**config.mk**
```make
export PLATFORM = sky130hd
export DESIGN_NAME = thermistor_bank_monitor
export DESIGN_NICKNAME = d
export VERILOG_FILES = /design/src/rtl/tbm_pkg.sv /design/src/rtl/tbm_apb_regs.sv /design/src/rtl/tbm_scan_core.sv /design/src/rtl/thermistor_bank_monitor.sv
export SDC_FILE = /design/constraint.sdc
export NUM_CORES = 1
export LEC_CHECK = 0
export BUFFER_PORTS_ARGS = -buffer_cell sky130_fd_sc_hd__buf_2
export CAP_MARGIN = 40
export CORE_ASPECT_RATIO = 1.25
export CORE_MARGIN = 1.5
export CORE_UTILIZATION = 50
export DETAILED_ROUTE_END_ITERATION = 7
export GPL_TIMING_DRIVEN = 0
export PLACE_DENSITY = 0.77
export SLEW_MARGIN = 40
export SYNTH_ARGS = -nofsm -noshare
export SYNTH_HDL_FRONTEND = slang
export SYNTH_SLANG_ARGS = --single-unit
```
**constraint.sdc**
```tcl
create_clock -name clk -period 10.35 [get_ports clk]
set_clock_uncertainty 0.1 [all_clocks]
set_input_delay 2.07 -clock clk [delete_from_list [all_inputs] [get_ports clk]]
set_output_delay 2.07 -clock clk [all_outputs]
set_load 0.005 [all_outputs]
```
**src/rtl/tbm_pkg.sv**
```systemverilog
// Shared types and constants of the thermistor bank monitor.
`default_nettype none

package tbm_pkg;

  localparam int NUM_BANKS      = 3;
  localparam int SLOTS_PER_BANK = 8;
  localparam int SCAN_LEN       = NUM_BANKS * SLOTS_PER_BANK;
  localparam int POS_W          = 5;
  localparam int BANK_W         = 2;
  localparam int SLOT_W         = 3;
  localparam int CODE_W         = 25;
  localparam int FLAG_W         = 8;
  localparam int ADDR_W         = 4;
  localparam int DATA_W         = 32;

  localparam logic [SLOT_W-1:0] REF_SLOT        = SLOT_W'(7);
  localparam logic [POS_W-1:0]  LAST_SENSOR_POS = POS_W'(20);
  localparam logic [POS_W-1:0]  LAST_POS        = POS_W'(SCAN_LEN - 1);

  localparam logic [CODE_W-1:0] HOT_LIMIT_RST  = CODE_W'(32'h0044_4952);
  localparam logic [CODE_W-1:0] OPEN_LIMIT_RST = CODE_W'(32'h00B0_0000);
  localparam logic [CODE_W-1:0] REF_LIMIT_RST  = CODE_W'(32'h00F5_C28F);

  // Register indexes on the configuration port (byte address is four times this).
  localparam logic [1:0] REG_HOT_LIMIT  = 2'd0;
  localparam logic [1:0] REG_OPEN_LIMIT = 2'd1;
  localparam logic [1:0] REG_REF_LIMIT  = 2'd2;
  localparam logic [1:0] REG_STICKY     = 2'd3;

  typedef struct packed {
    logic [CODE_W-1:0] hot_limit;
    logic [CODE_W-1:0] open_limit;
    logic [CODE_W-1:0] ref_limit;
    logic              sticky;
  } tbm_cfg_t;

  typedef struct packed {
    logic [NUM_BANKS-1:0][FLAG_W-1:0] flags;
    logic [FLAG_W-1:0]                any_flags;
    logic [CODE_W-1:0]                max_reading;
    logic [POS_W-1:0]                 max_position;
  } tbm_result_t;

endpackage

`default_nettype wire

```
**src/rtl/tbm_apb_regs.sv**
```systemverilog
// Configuration registers of the thermistor bank monitor behind an APB-style port.
`default_nettype none

module tbm_apb_regs
  import tbm_pkg::*;
(
  input  wire logic              clk,
  input  wire logic              rst,
  input  wire logic              psel,
  input  wire logic              penable,
  input  wire logic              pwrite,
  input  wire logic [ADDR_W-1:0] paddr,
  input  wire logic [DATA_W-1:0] pwdata,
  output logic      [DATA_W-1:0] prdata,
  output logic                   pready,
  output tbm_cfg_t               cfg
);

  logic       wr_en;
  logic [1:0] reg_idx;

  assign pready  = 1'b1;
  assign wr_en   = psel && penable && pwrite && pready;
  assign reg_idx = paddr[3:2];

  always_ff @(posedge clk) begin
    if (rst) begin
      cfg.hot_limit  <= HOT_LIMIT_RST;
      cfg.open_limit <= OPEN_LIMIT_RST;
      cfg.ref_limit  <= REF_LIMIT_RST;
      cfg.sticky     <= 1'b0;
    end else if (wr_en) begin
      unique case (reg_idx)
        REG_HOT_LIMIT:  cfg.hot_limit  <= pwdata[CODE_W-1:0];
        REG_OPEN_LIMIT: cfg.open_limit <= pwdata[CODE_W-1:0];
        REG_REF_LIMIT:  cfg.ref_limit  <= pwdata[CODE_W-1:0];
        REG_STICKY:     cfg.sticky     <= pwdata[0];
        default: ;
      endcase
    end
  end

  always_comb begin
    unique case (reg_idx)
      REG_HOT_LIMIT:  prdata = DATA_W'(cfg.hot_limit);
      REG_OPEN_LIMIT: prdata = DATA_W'(cfg.open_limit);
      REG_REF_LIMIT:  prdata = DATA_W'(cfg.ref_limit);
      REG_STICKY:     prdata = DATA_W'(cfg.sticky);
      default:        prdata = '0;
    endcase
  end

endmodule

`default_nettype wire

```
**src/rtl/tbm_scan_core.sv**
```systemverilog
// Scan state of the thermistor bank monitor: position, running maximum and flag bytes.
`default_nettype none

module tbm_scan_core
  import tbm_pkg::*;
(
  input  wire logic              clk,
  input  wire logic              rst,
  input  wire logic              go,
  input  wire logic [CODE_W-1:0] reading,
  input  wire logic              restart,
  input  wire tbm_cfg_t          cfg,
  output logic                   at_last,
  output logic                   done,
  output tbm_result_t            result
);

  logic [POS_W-1:0]                 scan_position;
  logic [POS_W-1:0]                 scan_position_next;
  logic [CODE_W-1:0]                running_max;
  logic [POS_W-1:0]                 running_max_pos;
  logic [NUM_BANKS-1:0][FLAG_W-1:0] bank_flags;

  logic [POS_W-1:0]                 pos;
  logic [BANK_W-1:0]                bank;
  logic [SLOT_W-1:0]                slot;
  logic                             scan_start;
  logic                             is_ref;
  logic                             is_sensor;
  logic                             flag_hit;
  logic [CODE_W-1:0]                base_max;
  logic [POS_W-1:0]                 base_pos;
  logic [NUM_BANKS-1:0][FLAG_W-1:0] flags_next;

  assign at_last = (scan_position == LAST_POS);

  always_comb begin
    pos        = restart ? '0 : scan_position;
    bank       = pos[POS_W-1:SLOT_W];
    slot       = pos[SLOT_W-1:0];
    scan_start = (pos == '0);
    is_ref     = (slot == REF_SLOT);
    is_sensor  = !is_ref && (pos <= LAST_SENSOR_POS);
    done       = (pos == LAST_POS);

    base_max   = scan_start ? '0 : running_max;
    base_pos   = scan_start ? '0 : running_max_pos;
    flags_next = (scan_start && !cfg.sticky) ? '0 : bank_flags;

    flag_hit = is_ref ? (reading <= cfg.ref_limit)
                      : (is_sensor && ((reading <= cfg.hot_limit) ||
                                       (reading > cfg.open_limit)));

    result.max_reading  = base_max;
    result.max_position = base_pos;
    if (is_sensor && (reading > base_max)) begin
      result.max_reading  = reading;
      result.max_position = pos;
    end

    for (int b = 0; b < NUM_BANKS; b++) begin
      if (flag_hit && (bank == BANK_W'(b))) begin
        flags_next[b][slot] = 1'b1;
      end
    end

    result.flags     = flags_next;
    result.any_flags = '0;
    for (int b = 0; b < NUM_BANKS; b++) begin
      result.any_flags = result.any_flags | flags_next[b];
    end

    scan_position_next = done ? '0 : pos + POS_W'(1);
  end

  always_ff @(posedge clk) begin
    if (rst) begin
      scan_position   <= '0;
      running_max     <= '0;
      running_max_pos <= '0;
      bank_flags      <= '0;
    end else if (go) begin
      scan_position   <= scan_position_next;
      running_max     <= result.max_reading;
      running_max_pos <= result.max_position;
      bank_flags      <= flags_next;
    end
  end

  a_pos_in_range : assert property (@(posedge clk) disable iff (rst)
    scan_position <= LAST_POS)
    else $error("scan position ran past the end of the scan");

  a_pos_steps : assert property (@(posedge clk) disable iff (rst)
    go && !restart && !at_last |=> scan_position == $past(scan_position) + POS_W'(1))
    else $error("scan position did not advance by one");

  a_wrap_on_done : assert property (@(posedge clk) disable iff (rst)
    go && done |=> scan_position == '0)
    else $error("scan position did not wrap after the last reading");

endmodule

`default_nettype wire

```
**src/rtl/thermistor_bank_monitor.sv**
```systemverilog
// Top level of the thermistor bank monitor: input stage, scan core and result register.
// Path: an accepted reading is registered in the input register and then folded into the
//   scan state; the reading that closes a scan also loads the result word register.
// Throughput: one reading per cycle; the input stalls only when the last reading of a scan
//   waits in the input register while the previous result word is still held off.
// Reset (rst, synchronous, active high) empties both stages, restarts the scan at
//   position zero, clears the maximum and flags, and reloads the limit registers.
`default_nettype none

module thermistor_bank_monitor
  import tbm_pkg::*;
(
  input  wire logic              clk,
  input  wire logic              rst,
  // Reading channel.
  input  wire logic              in_valid,
  output logic                   in_stall,
  input  wire logic [CODE_W-1:0] reading,
  input  wire logic              restart,
  // Result channel.
  output logic                   out_valid,
  input  wire logic              out_stall,
  output logic      [FLAG_W-1:0] bank0_flags,
  output logic      [FLAG_W-1:0] bank1_flags,
  output logic      [FLAG_W-1:0] bank2_flags,
  output logic      [FLAG_W-1:0] any_flags,
  output logic      [CODE_W-1:0] max_reading,
  output logic      [POS_W-1:0]  max_position,
  // Configuration port.
  input  wire logic              psel,
  input  wire logic              penable,
  input  wire logic              pwrite,
  input  wire logic [ADDR_W-1:0] paddr,
  input  wire logic [DATA_W-1:0] pwdata,
  output logic      [DATA_W-1:0] prdata,
  output logic                   pready
);

  tbm_cfg_t          cfg;
  tbm_result_t       scan_result;
  tbm_result_t       result_q;

  // Input register: one reading word waiting to be folded into the scan state.
  logic              s1_valid;
  logic [CODE_W-1:0] s1_reading;
  logic              s1_restart;
  logic              s1_blocked;
  logic              s1_go;
  logic              at_last;
  logic              done;
  logic              out_take;
  logic              in_take;

  tbm_apb_regs u_regs (
    .clk     (clk),
    .rst     (rst),
    .psel    (psel),
    .penable (penable),
    .pwrite  (pwrite),
    .paddr   (paddr),
    .pwdata  (pwdata),
    .prdata  (prdata),
    .pready  (pready),
    .cfg     (cfg)
  );

  tbm_scan_core u_core (
    .clk     (clk),
    .rst     (rst),
    .go      (s1_go),
    .reading (s1_reading),
    .restart (s1_restart),
    .cfg     (cfg),
    .at_last (at_last),
    .done    (done),
    .result  (scan_result)
  );

  // Only the reading that closes a scan needs room in the result register; every
  // other reading goes straight into the scan state. The check uses registered
  // signals and out_stall alone, so the stall has no path from the input payload.
  assign out_take   = out_valid && !out_stall;
  assign s1_blocked = s1_valid && !s1_restart && at_last && out_valid && out_stall;
  assign s1_go      = s1_valid && !s1_blocked;
  assign in_stall   = s1_blocked;
  assign in_take    = in_valid && !in_stall;

  always_ff @(posedge clk) begin
    if (rst) begin
      s1_valid <= 1'b0;
    end else if (!s1_blocked) begin
      s1_valid <= in_valid;
    end
  end

  always_ff @(posedge clk) begin
    if (in_take) begin
      s1_reading <= reading;
      s1_restart <= restart;
    end
  end

  // Result register: loaded when the last reading of a scan is processed, which can
  // only happen when it is empty or being emptied in the same cycle.
  always_ff @(posedge clk) begin
    if (rst) begin
      out_valid <= 1'b0;
    end else if (s1_go && done) begin
      out_valid <= 1'b1;
    end else if (out_take) begin
      out_valid <= 1'b0;
    end
  end

  always_ff @(posedge clk) begin
    if (s1_go && done) begin
      result_q <= scan_result;
    end
  end

  assign bank0_flags  = result_q.flags[0];
  assign bank1_flags  = result_q.flags[1];
  assign bank2_flags  = result_q.flags[2];
  assign any_flags    = result_q.any_flags;
  assign max_reading  = result_q.max_reading;
  assign max_position = result_q.max_position;

  a_no_overwrite : assert property (@(posedge clk) disable iff (rst)
    out_valid && out_stall |-> !(s1_go && done))
    else $error("a held result word would be overwritten");

  a_blocked_holds : assert property (@(posedge clk) disable iff (rst)
    s1_blocked |=> s1_valid && $stable(s1_reading) && $stable(s1_restart))
    else $error("a blocked reading left the input register");

  a_any_is_or : assert property (@(posedge clk) disable iff (rst)
    out_valid |-> any_flags == (bank0_flags | bank1_flags | bank2_flags))
    else $error("combined flags disagree with the bank flags");

endmodule

`default_nettype wire
```
==> results of run 1 <==
==> cells by family (layout without fill, tap and decap cells) <==
logic type,after synthesis,after routing
AO/OA/AOI/OAI,327,327
adder cells (fa/ha/maj),103,103
AND/OR/NAND/NOR,414,414
multiplexers,26,26
buffers and inverters,199,389
flip-flops,225,225
other,2,8
==> per-stage QoR <==
step	utilization [%]	setup slack [ns]	area, um^2	hold WS (ns)	power, uW
6_report	59.3	4.23	13700	0.370	2020
3_5_place_dp	56.1	4.11	12900	0.360	1210
2_1_floorplan	-	4.95	11800	0.344	1120
3_3_place_gp	55.9	3.96	12900	0.357	1200
5_1_grt	59.3	4.24	13700	0.393	2090
4_1_cts	59.3	4.11	13700	0.369	2030
==> worst reg2reg max path, cell delays in order (launching register included) <==
cell,delay (ns)
dfxtp_1,0.35
clkbuf_1,0.34
nor2b_1,0.52
inv_1,0.27
ha_1,0.26
o21ai_0,0.09
clkbuf_1,0.38
clkbuf_1,0.49
nand2_1,0.12
ha_1,0.31
nand4_1,0.09
or2_1,0.26
nor3_2,0.36
o21ai_0,0.14
a31oi_1,0.35
o31ai_4,0.16
clkbuf_1,0.28
nand3_1,0.16
o21ai_0,0.18
==> flip-flops by register name, indices dropped and copies added (netlist names) <==
name	cells
u_regs.cfg	76
u_core.bank_flags	24
s1_restart	1
s1_reading	25
max_reading	25
u_core.running_max_pos	5
any_flags	8
u_core.scan_position	5
bank0_flags	8
u_core.running_max	25
bank2_flags	8
s1_valid	1
max_position	5
bank1_flags	8
out_valid	1
==> Yosys cell counts (all sizes together), types with 23 or more instances <==
cell,n
inv,115
a32o,30
mux2i,25
nand4,23
ha,103
edfxtp,88
buf,25
dfxtp,137
nand3,59
nand2,230
o21ai,98
clkbuf,58
nor3,23
a21oi,95
nor2,26
o211ai,37
==> worst min-delay path by stage <==
stage | endpoint | start | depth (start not counted)
finish | u_core.bank_flags[7]$_SDFFE_PP0P_ | u_core.bank_flags[7]$_SDFFE_PP0P_ | 2
global route | u_regs.cfg[42]$_SDFFE_PP0P_ | u_regs.cfg[42]$_SDFFE_PP0P_ | 2
CTS | u_core.bank_flags[7]$_SDFFE_PP0P_ | u_core.bank_flags[7]$_SDFFE_PP0P_ | 2
detailed placement | u_core.bank_flags[7]$_SDFFE_PP0P_ | u_core.bank_flags[7]$_SDFFE_PP0P_ | 2
global placement | u_core.bank_flags[7]$_SDFFE_PP0P_ | u_core.bank_flags[7]$_SDFFE_PP0P_ | 2
floorplan | u_core.bank_flags[11]$_SDFFE_PP0P_ | u_core.bank_flags[11]$_SDFFE_PP0P_ | 2
==> power by group through the flow <==
stage / logic, uW / clock network, uW / registers [uW]
2_1_floorplan: 138 / 0 / 979
3_3_place_gp: 206 / 0 / 992
3_5_place_dp: 213 / 0 / 992
4_1_cts: 215 / 838 / 973
5_1_grt: 241 / 877 / 976
6_report: 218 / 832 / 974
==> layer usage <==
layer  up-vias  share of wire [%]  track usage (%)
met5         -                  0                0
met4         0                5.3             15.2
met3       112                7.6             4.24
met2       478                 50             49.6
met1      4904                 38             32.2
li1       4964                  -                -
==> cell type report <==
| cell class | instances | area (um^2) | area share [%] |
|---|---|---|---|
| Multi-Input combinational cell | 878 | 5580 | 40.9 |
| Sequential cell | 225 | 5390 | 39.4 |
| Timing Repair Buffer | 149 | 771 | 5.64 |
| Clock buffer | 25 | 583 | 4.27 |
| Inverter | 116 | 438 | 3.21 |
| Buffer | 83 | 382 | 2.79 |
| Tap cell | 288 | 360 | 2.64 |
| Clock inverter | 16 | 158 | 1.15 |
==> out/results.ini, run 1 <==
[outcome]
status = finished clean

[timing]
timing.setup.tns_ns = 0
setup-violations-final = 0
fmax_mhz = 164
finalCriticalPeriod_ns = 6.12
grt_setup_unrepaired = false
finalHoldViolCount = 0
fin_crit_sh_pct = 59.1
tightest_slew_ns = 0.842
maxSlewHeadroom_pct = 43.9
final_max_slew_viol_count = 0

[worst_setup_path]
path_max_fanout = 10
arrival_ns = 3.95
path_delay_family = buffers and inverters
crit_top_cell = buf_2
critPathLaunchType = input pin
path_class = input pin to output pin
crit_chain = buf_2, buf_1, buf_2, mux2i_1, o21ai_0, buf_2
cpPeakStageDelay_ns = 0.55
cp.depth = 6
cpMaxStageDelayCell = buf_1
r2r_slack_ns = 4.83
cp-end-kind = output pin
crit_required_ns = 8.18
crit-reg2reg-launch = u_core.scan_position[0]$_SDFFE_PP0P_
crit_buf_inv = 4
crit_path_end = prdata[23]
timing.rr.end = max_reading[7]$_DFFE_PP_
r2r_cells = 18
startpoint = paddr[2]

[routing]
route.vias.total = 10500
drc = 0
wl_um = 34400
drt-vias-per-instance = 5.88
firstDrtPassIters = 5
drtAntennaViolNets = 0
dr.first_iter.drc_count = 886
routedWlPerCell_um = 19.3

[power_and_ir_drop]
total_leakage_power_uw = 0.00562
clock_power_share_pct = 41.1
switchingPower_uw = 518
ir_drop_v = 0.000136
power_density_nw_per_um2 = 148
comb_power_share_pct = 10.8
p_sw_share_pct = 25.6
intPower_uw = 1510
p_seq_share_pct = 48.1

[die]
die-area_um2 = 24400
start_util_pct = 51.0
pin_count = 166
placementRows = 62
coreArea_um2 = 23000
die_height_um = 174
die_x_um = 140

[final_layout]
nets = 1648
n_fill_cell = 1997
area_growth_pct = 16.2
layout_commonest_cell = nand2_1
antenna_cells = 0
stdcell_count = 1780
drive_gt1_share_pct = 14.9
layout_common_cells = nand2_1, buf_2, dfxtp_1, inv_1, ha_1

[logic_synthesis]
synth-xor-area-share_pct = 0
synth_edf_count = 88
syn_avg_cell_area_um2 = 9.07
synth.cell_area_um2 = 11800
yosysWarnings = 0
yosysTopAreaCellShare_pct = 23.3
synth_top_family_by_area = compound AO/OA/AOI/OAI gates
synthAdderAreaFrac_pct = 11.0
yosys.area_share.simple_pct = 16.0
synthFlopType = dfxtp_1
muxShareOfSynthArea_pct = 2.32
synth_compound_area_share_pct = 17.9
yosys.area.top_type = dfxtp_1
synth_cells = 1296
synth-seq-cells = 225
yosysSeqAreaShare_pct = 45.8
synth_area_leaders = dfxtp_1, edfxtp_1, ha_1
async_flop_share_pct = 0
synth.distinct_cells = 59

[flow_run]
max_cap_viol_count = 0

[cts]
clk_pin_slew_ns = 0.06
cts.repair.resized = 0
cts_tree = done
htree_num_levels = 1
clock_sinks = 225
clockRootBuffer = clkbuf_16
clock_latency_ns = 0.52
cts_buffers = 23
cts_hold_buffers = 0
cts_buffer_depth = 3
postCtsSetupBuffers = 0

[global_routing]
grt_max_degree = 45
antenna_found_initial = 0
grt_pass1_wl_um = 53200
grt_pass1_vias = 10200
grt_overflow = 0
grtUsageTotal_pct = 27.9

[min_path]
worstHoldPathType = register to register

[place]
place_congestion = 0.946
dp.cells = 1739
port_buffers = 147
dp_hpwl_um = 25800

Note: power is estimated with default switching activity, not from simulation.
==> run 2, diff against run 1 <==
Settings changed: ABC_AREA set to 1.
Clock period 10.35 ns to 5.65 ns, I/O delays scaled along.
==> run 2 against run 1 <==
Against the previous run: worst hold slack better by 0.019 ns; register-to-register slack worse by 3.4 ns; count of clock-buffer cells in the layout up 1; sequential cell count unchanged; total power up 99%; largest cell class is now flip-flops and latches; largest power group unchanged; clock power up 100%; non-clock buffer count down 12; core utilization up 0.80 points; setup slack worse by 3.1 ns.
==> out/results.ini, run 2 <==
[die]
coreArea_um2 = 23200
die-area_um2 = 24700
die_height_um = 175
placementRows = 62
die_x_um = 141
start_util_pct = 51.3
pin_count = 166

[final_layout]
top_register = u_regs.cfg
nets = 1853
area_growth_pct = 17.2
antenna_cells = 0
final_area_um2 = 13900
largest_reg_flops = 76
stdcell_count = 1985
layout_commonest_cell = nand2_1
drive_gt1_share_pct = 13.6
layout_common_cells = nand2_1, inv_1, buf_2, dfxtp_1, nor2_1

[routing]
dr.first_iter.drc_count = 724
firstDrtPassIters = 5
routedWlPerCell_um = 16.5
drc = 0
wl_um = 32800
route.vias.total = 10800
drtAntennaViolNets = 0
drt-vias-per-instance = 5.42

[cts]
clock_sinks = 225
clock_latency_ns = 0.52
cts_tree = done
cts_hold_buffers = 0
postCtsSetupBuffers = 0
clk_pin_slew_ns = 0.06
cts_buffers = 23
htree_num_levels = 1
clockRootBuffer = clkbuf_16
cts.repair.resized = 0
cts_buffer_depth = 3

[logic_synthesis]
synth.cell_area_um2 = 11900
synth_area_leaders = dfxtp_1, edfxtp_1, ha_1
synth-seq-cells = 225
yosys.area.top_type = dfxtp_1
yosysWarnings = 0
yosysSeqAreaShare_pct = 45.3
synth_edf_count = 88
yosysTopAreaCellShare_pct = 23.1
synth.most_common_cell = nand2_1
async_flop_share_pct = 0
yosys-top-cells-count = nand2_1, inv_1, dfxtp_1
syn_avg_cell_area_um2 = 7.93
synthFlopType = dfxtp_1
synth_cells = 1499
synth.distinct_cells = 37

[worst_setup_path]
cpMaxStageDelayCell = nor2_1
crit_path_end = prdata[15]
r2r_slack_ns = 1.41
crit_required_ns = 4.42
cp-end-kind = output pin
crit-reg2reg-launch = u_core.scan_position[0]$_SDFFE_PP0P_
cpPeakStageDelay_ns = 0.49
arrival_ns = 3.27
crit_chain = buf_2, inv_1, nor2_1, inv_1, clkbuf_1, clkbuf_1, o221ai_1, buf_2
r2r_cells = 19
timing.rr.end = u_core.running_max_pos[2]$_SDFFE_PP0P_
path_class = input pin to output pin
path_max_fanout = 10
critPathLaunchType = input pin
startpoint = paddr[3]

[place]
port_buffers = 147
place_congestion = 0.967
dpl_cell_area_um2 = 13100
dp.cells = 1944
dp_hpwl_um = 25000

[global_routing]
grt_overflow = 0
grt_pass1_vias = 10100
grt_max_degree = 18
grt_pass1_wl_um = 50600
antenna_found_initial = 0
grtUsageTotal_pct = 26.2

[timing]
maxSlewHeadroom_pct = 48.2
fin_crit_sh_pct = 79.6
finalHoldViolCount = 0
fmax_mhz = 222
setup-violations-final = 0
tightest_slew_ns = 0.776
whs_ns = 0.389
finalCriticalPeriod_ns = 4.50
final_max_slew_viol_count = 0
grt_setup_unrepaired = false

[power_and_ir_drop]
total_leakage_power_uw = 0.00663
power_density_nw_per_um2 = 289
ir_drop_v = 0.000265

[outcome]
status = finished clean

[min_path]
worstHoldPathType = register to register

[flow_run]
max_cap_viol_count = 0

run 2: cell types whose count changed in the layout (fill, tap and decap cells not counted), moves of 13 or more:
cell / change
mux2i_1: -25
clkbuf_1: -14
nand3_1: +46
o21ai_1: +24
nand2_1: +76
a31oi_1: -14
nor2_1: +107
nand4_1: -13
o21ai_0: -31
a21oi_1: +29
inv_1: +127
a32o_1: -30
o221ai_1: +21
run 2: how the worst min path moves through the flow:
| stage | from | endpoint | slack [ns] | cells after the start |
|---|---|---|---|---|
| after floorplan | u_regs.cfg[11]$_SDFFE_PP0P_ | u_regs.cfg[11]$_SDFFE_PP0P_ | 0.35 | 2 |
| after global routing | u_regs.cfg[32]$_SDFFE_PP0P_ | u_regs.cfg[32]$_SDFFE_PP0P_ | 0.41 | 2 |
| after detailed placement | u_regs.cfg[42]$_SDFFE_PP0P_ | u_regs.cfg[42]$_SDFFE_PP0P_ | 0.38 | 2 |
| after global placement | u_regs.cfg[42]$_SDFFE_PP0P_ | u_regs.cfg[42]$_SDFFE_PP0P_ | 0.37 | 2 |
| after CTS | u_regs.cfg[42]$_SDFFE_PP0P_ | u_regs.cfg[42]$_SDFFE_PP0P_ | 0.39 | 2 |
| final | u_regs.cfg[32]$_SDFFE_PP0P_ | u_regs.cfg[32]$_SDFFE_PP0P_ | 0.39 | 2 |
run 2: cell families (layout without fill, tap and decap cells):
| logic type | count (synthesis) | in the layout | share of synthesized area, % |
|---|---|---|---|
| DFF | 225 | 225 | 45.3 |
| adders and majority gates | 103 | 103 | 10.8 |
| other | 2 | 8 | 0.0632 |
| AOI/OAI and AO/OA | 274 | 274 | 13.1 |
| buffers and inverters | 319 | 511 | 10.7 |
| and+or+nand+nor | 576 | 576 | 20.0 |
run 2: layout make-up:
cell class	instances	area (um^2)
Buffer	69	332
Clock buffer	26	597
Clock inverter	15	226
Fill cell	2030	9260
Inverter	250	938
Multi-Input combinational cell	961	5270
Sequential cell	225	5390
Tap cell	288	360
Timing Repair Buffer	151	821
run 2: layer usage:
layer  wire, um  part of all wire (%)  track usage, %
met5          0                     0               0
met2      16500                    50            47.4
met4       1480                   4.5            12.7
met3       2160                   6.6            2.78
met1      12700                    39            30.8
run 2: stage by stage:
step                      setup TNS, ns  utilization (%)  power [uW]  worst slack [ns]
after floorplan                       0                -        2190             0.600
after global routing                  0             60.1        4180              1.12
after detailed placement              0             56.5        2370              1.28
after global placement           -44.42             56.1        2350            -0.708
final                                 0             60.1        4020              1.15
after CTS                             0             60.1        4030              1.24
run 2: critical path, delay by kind of cell:
family,cells,cell delay (ns)
AND/OR/NAND/NOR,1,0.49
AO/OA/AOI/OAI,1,0.36
buffers and inverters,6,1.27
run 2: report_power, final:
part           total, uW  switching [uW]  internal [uW]
combinational        552             363            190
sequential          1800            48.4           1750
clock               1670             642           1030
==> run 3, diff against run 2 <==
Settings changed: ABC_AREA 1 to 0.
Clock period 5.65 ns to 4.57 ns, I/O delays scaled along.
==> run 3 against run 2 <==
Against the previous run: clock power up 13%; sequential power grew 23%; worst hold slack lost 0.021 ns; critical path type is now register to register.
==> out/results.ini, run 3 (synthesized netlist as in run 1, its figures left out) <==
[final_layout]
utilization_pct = 59.4
largest_reg_flops = 76
layout_commonest_cell = nand2_1
nets = 1647
drive_gt1_share_pct = 15.8
area_growth_pct = 16.5
n_fill_cell = 1991
top_register = u_regs.cfg
antenna_cells = 0
final_area_um2 = 13700
layout_common_cells = nand2_1, buf_2, dfxtp_1, inv_1, ha_1

[timing]
finalHoldViolCount = 0
final_max_slew_viol_count = 0
fmax_mhz = 227
setup-violations-final = 0
fin_crit_sh_pct = 96.5
maxSlewHeadroom_pct = 44.5
timing.setup.tns_ns = 0
tightest_slew_ns = 0.833
finalCriticalPeriod_ns = 4.41

[routing]
drc = 0
drt-vias-per-instance = 5.86
drtAntennaViolNets = 0
firstDrtPassIters = 7
routedWlPerCell_um = 19.3
dr.first_iter.drc_count = 797
route.vias.total = 10400
wl_um = 34400

[worst_setup_path]
crit-reg2reg-launch = s1_restart$_DFFE_PP_
crit_chain = nand2b_1, clkbuf_1, ha_1, o21ai_0, clkbuf_2, clkbuf_2, nand2_1, ha_1, nand4_1, or2_1, nor3_2, o21ai_0, a31oi_2, o31ai_4, clkbuf_2, o21ai_0
path_class = register to register
timing.rr.end = max_reading[9]$_DFFE_PP_
r2r_slack_ns = 0.16
cpPeakStageDelay_ns = 0.48
cpMaxStageDelayCell = edfxtp_1
startpoint = s1_restart$_DFFE_PP_
cp-end-kind = register
critPathLaunchType = register
crit_path_end = max_reading[9]$_DFFE_PP_
path_max_fanout = 10
r2r_cells = 16
arrival_ns = 4.60
crit_required_ns = 4.76

[flow_run]
max_cap_viol_count = 0

[die]
die_x_um = 140
coreArea_um2 = 23000
die_height_um = 174
die-area_um2 = 24400
pin_count = 166
start_util_pct = 51.0
placementRows = 62

[power_and_ir_drop]
ir_drop_v = 0.000310
total_leakage_power_uw = 0.00564
power_density_nw_per_um2 = 335
power_uw = 4590

[global_routing]
grtUsageTotal_pct = 28.0
grt_pass1_vias = 10200
grt_max_degree = 45
antenna_found_initial = 0
grt_pass1_wl_um = 53300
grt_overflow = 0

[cts]
clock_sinks = 225
clock_latency_ns = 0.52
clk_pin_slew_ns = 0.07
cts_tree = done
htree_num_levels = 1
clockRootBuffer = clkbuf_16
cts_hold_buffers = 0
cts_buffer_depth = 3
cts_buffers = 23

[min_path]
worstHoldPathType = register to register

[place]
place_congestion = 0.946
port_buffers = 147
dp_hpwl_um = 25800
dpl_cell_area_um2 = 12900

[outcome]
status = finished clean

## run 3: what timing repair did
item | 4_1_cts | 5_1_grt
gates resized for setup | 11 | 7
pin swaps | 0 | 1
endpoints found under the setup margin | 60 | 60
setup buffers | 0 | 1
## run 3: per-layer routing
metal,part of all wire (%),vias up,wire (um),GRT usage (%)
met2,50,454,17100,49.9
met1,38,4892,13000,32.4
met3,7.2,115,2470,4.16
met4,5.1,0,1750,14.4
li1,-,4956,-,-
met5,0,-,0,0
## run 3: stage by stage
step	setup WS, ns	hold WS (ns)	cells
3_5_place_dp	-0.795	0.360	1739
3_3_place_gp	-0.749	0.357	1737
2_1_floorplan	0.458	0.344	1302
5_1_grt	-0.0116	0.393	1779
6_report	0.159	0.369	1779
4_1_cts	0.0865	0.369	1778
## run 3: final cells by class
type	count	area, um^2	area share [%]
multi-input cells	878	5590	40.9
flip-flops and latches	225	5390	39.4
repair buffers	150	778	5.69
clock buffers	25	583	4.26
inverters	116	438	3.20
plain buffers	81	389	2.84
well taps	288	360	2.63
clock inverters	16	158	1.15
## run 3: power breakdown
| part | internal [uW] | switching, uW | total, uW | leakage [uW] |
|---|---|---|---|---|
| sequential | 2140 | 69.4 | 2210 | 0.00191 |
| clock | 1090 | 795 | 1880 | 0.000368 |
| combinational | 186 | 310 | 497 | 0.00336 |
## run 3: worst min-delay path by stage
stage	startpoint	to	slack, ns	cells after the start
6_report	u_core.bank_flags[7]$_SDFFE_PP0P_	u_core.bank_flags[7]$_SDFFE_PP0P_	0.37	2
4_1_cts	u_core.bank_flags[7]$_SDFFE_PP0P_	u_core.bank_flags[7]$_SDFFE_PP0P_	0.37	2
3_5_place_dp	u_core.bank_flags[7]$_SDFFE_PP0P_	u_core.bank_flags[7]$_SDFFE_PP0P_	0.36	2
3_3_place_gp	u_core.bank_flags[7]$_SDFFE_PP0P_	u_core.bank_flags[7]$_SDFFE_PP0P_	0.36	2
5_1_grt	u_regs.cfg[42]$_SDFFE_PP0P_	u_regs.cfg[42]$_SDFFE_PP0P_	0.39	2
2_1_floorplan	u_core.bank_flags[11]$_SDFFE_PP0P_	u_core.bank_flags[11]$_SDFFE_PP0P_	0.34	2
## run 3: worst max-delay path: cells and delay by family, from the launching register on
kind	cells	cell delay, ns
DFF	1	0.48
adders and majority gates	2	0.56
AOI/OAI and AO/OA	5	1.06
buffers and inverters	4	1.00
and+or+nand+nor	5	0.98
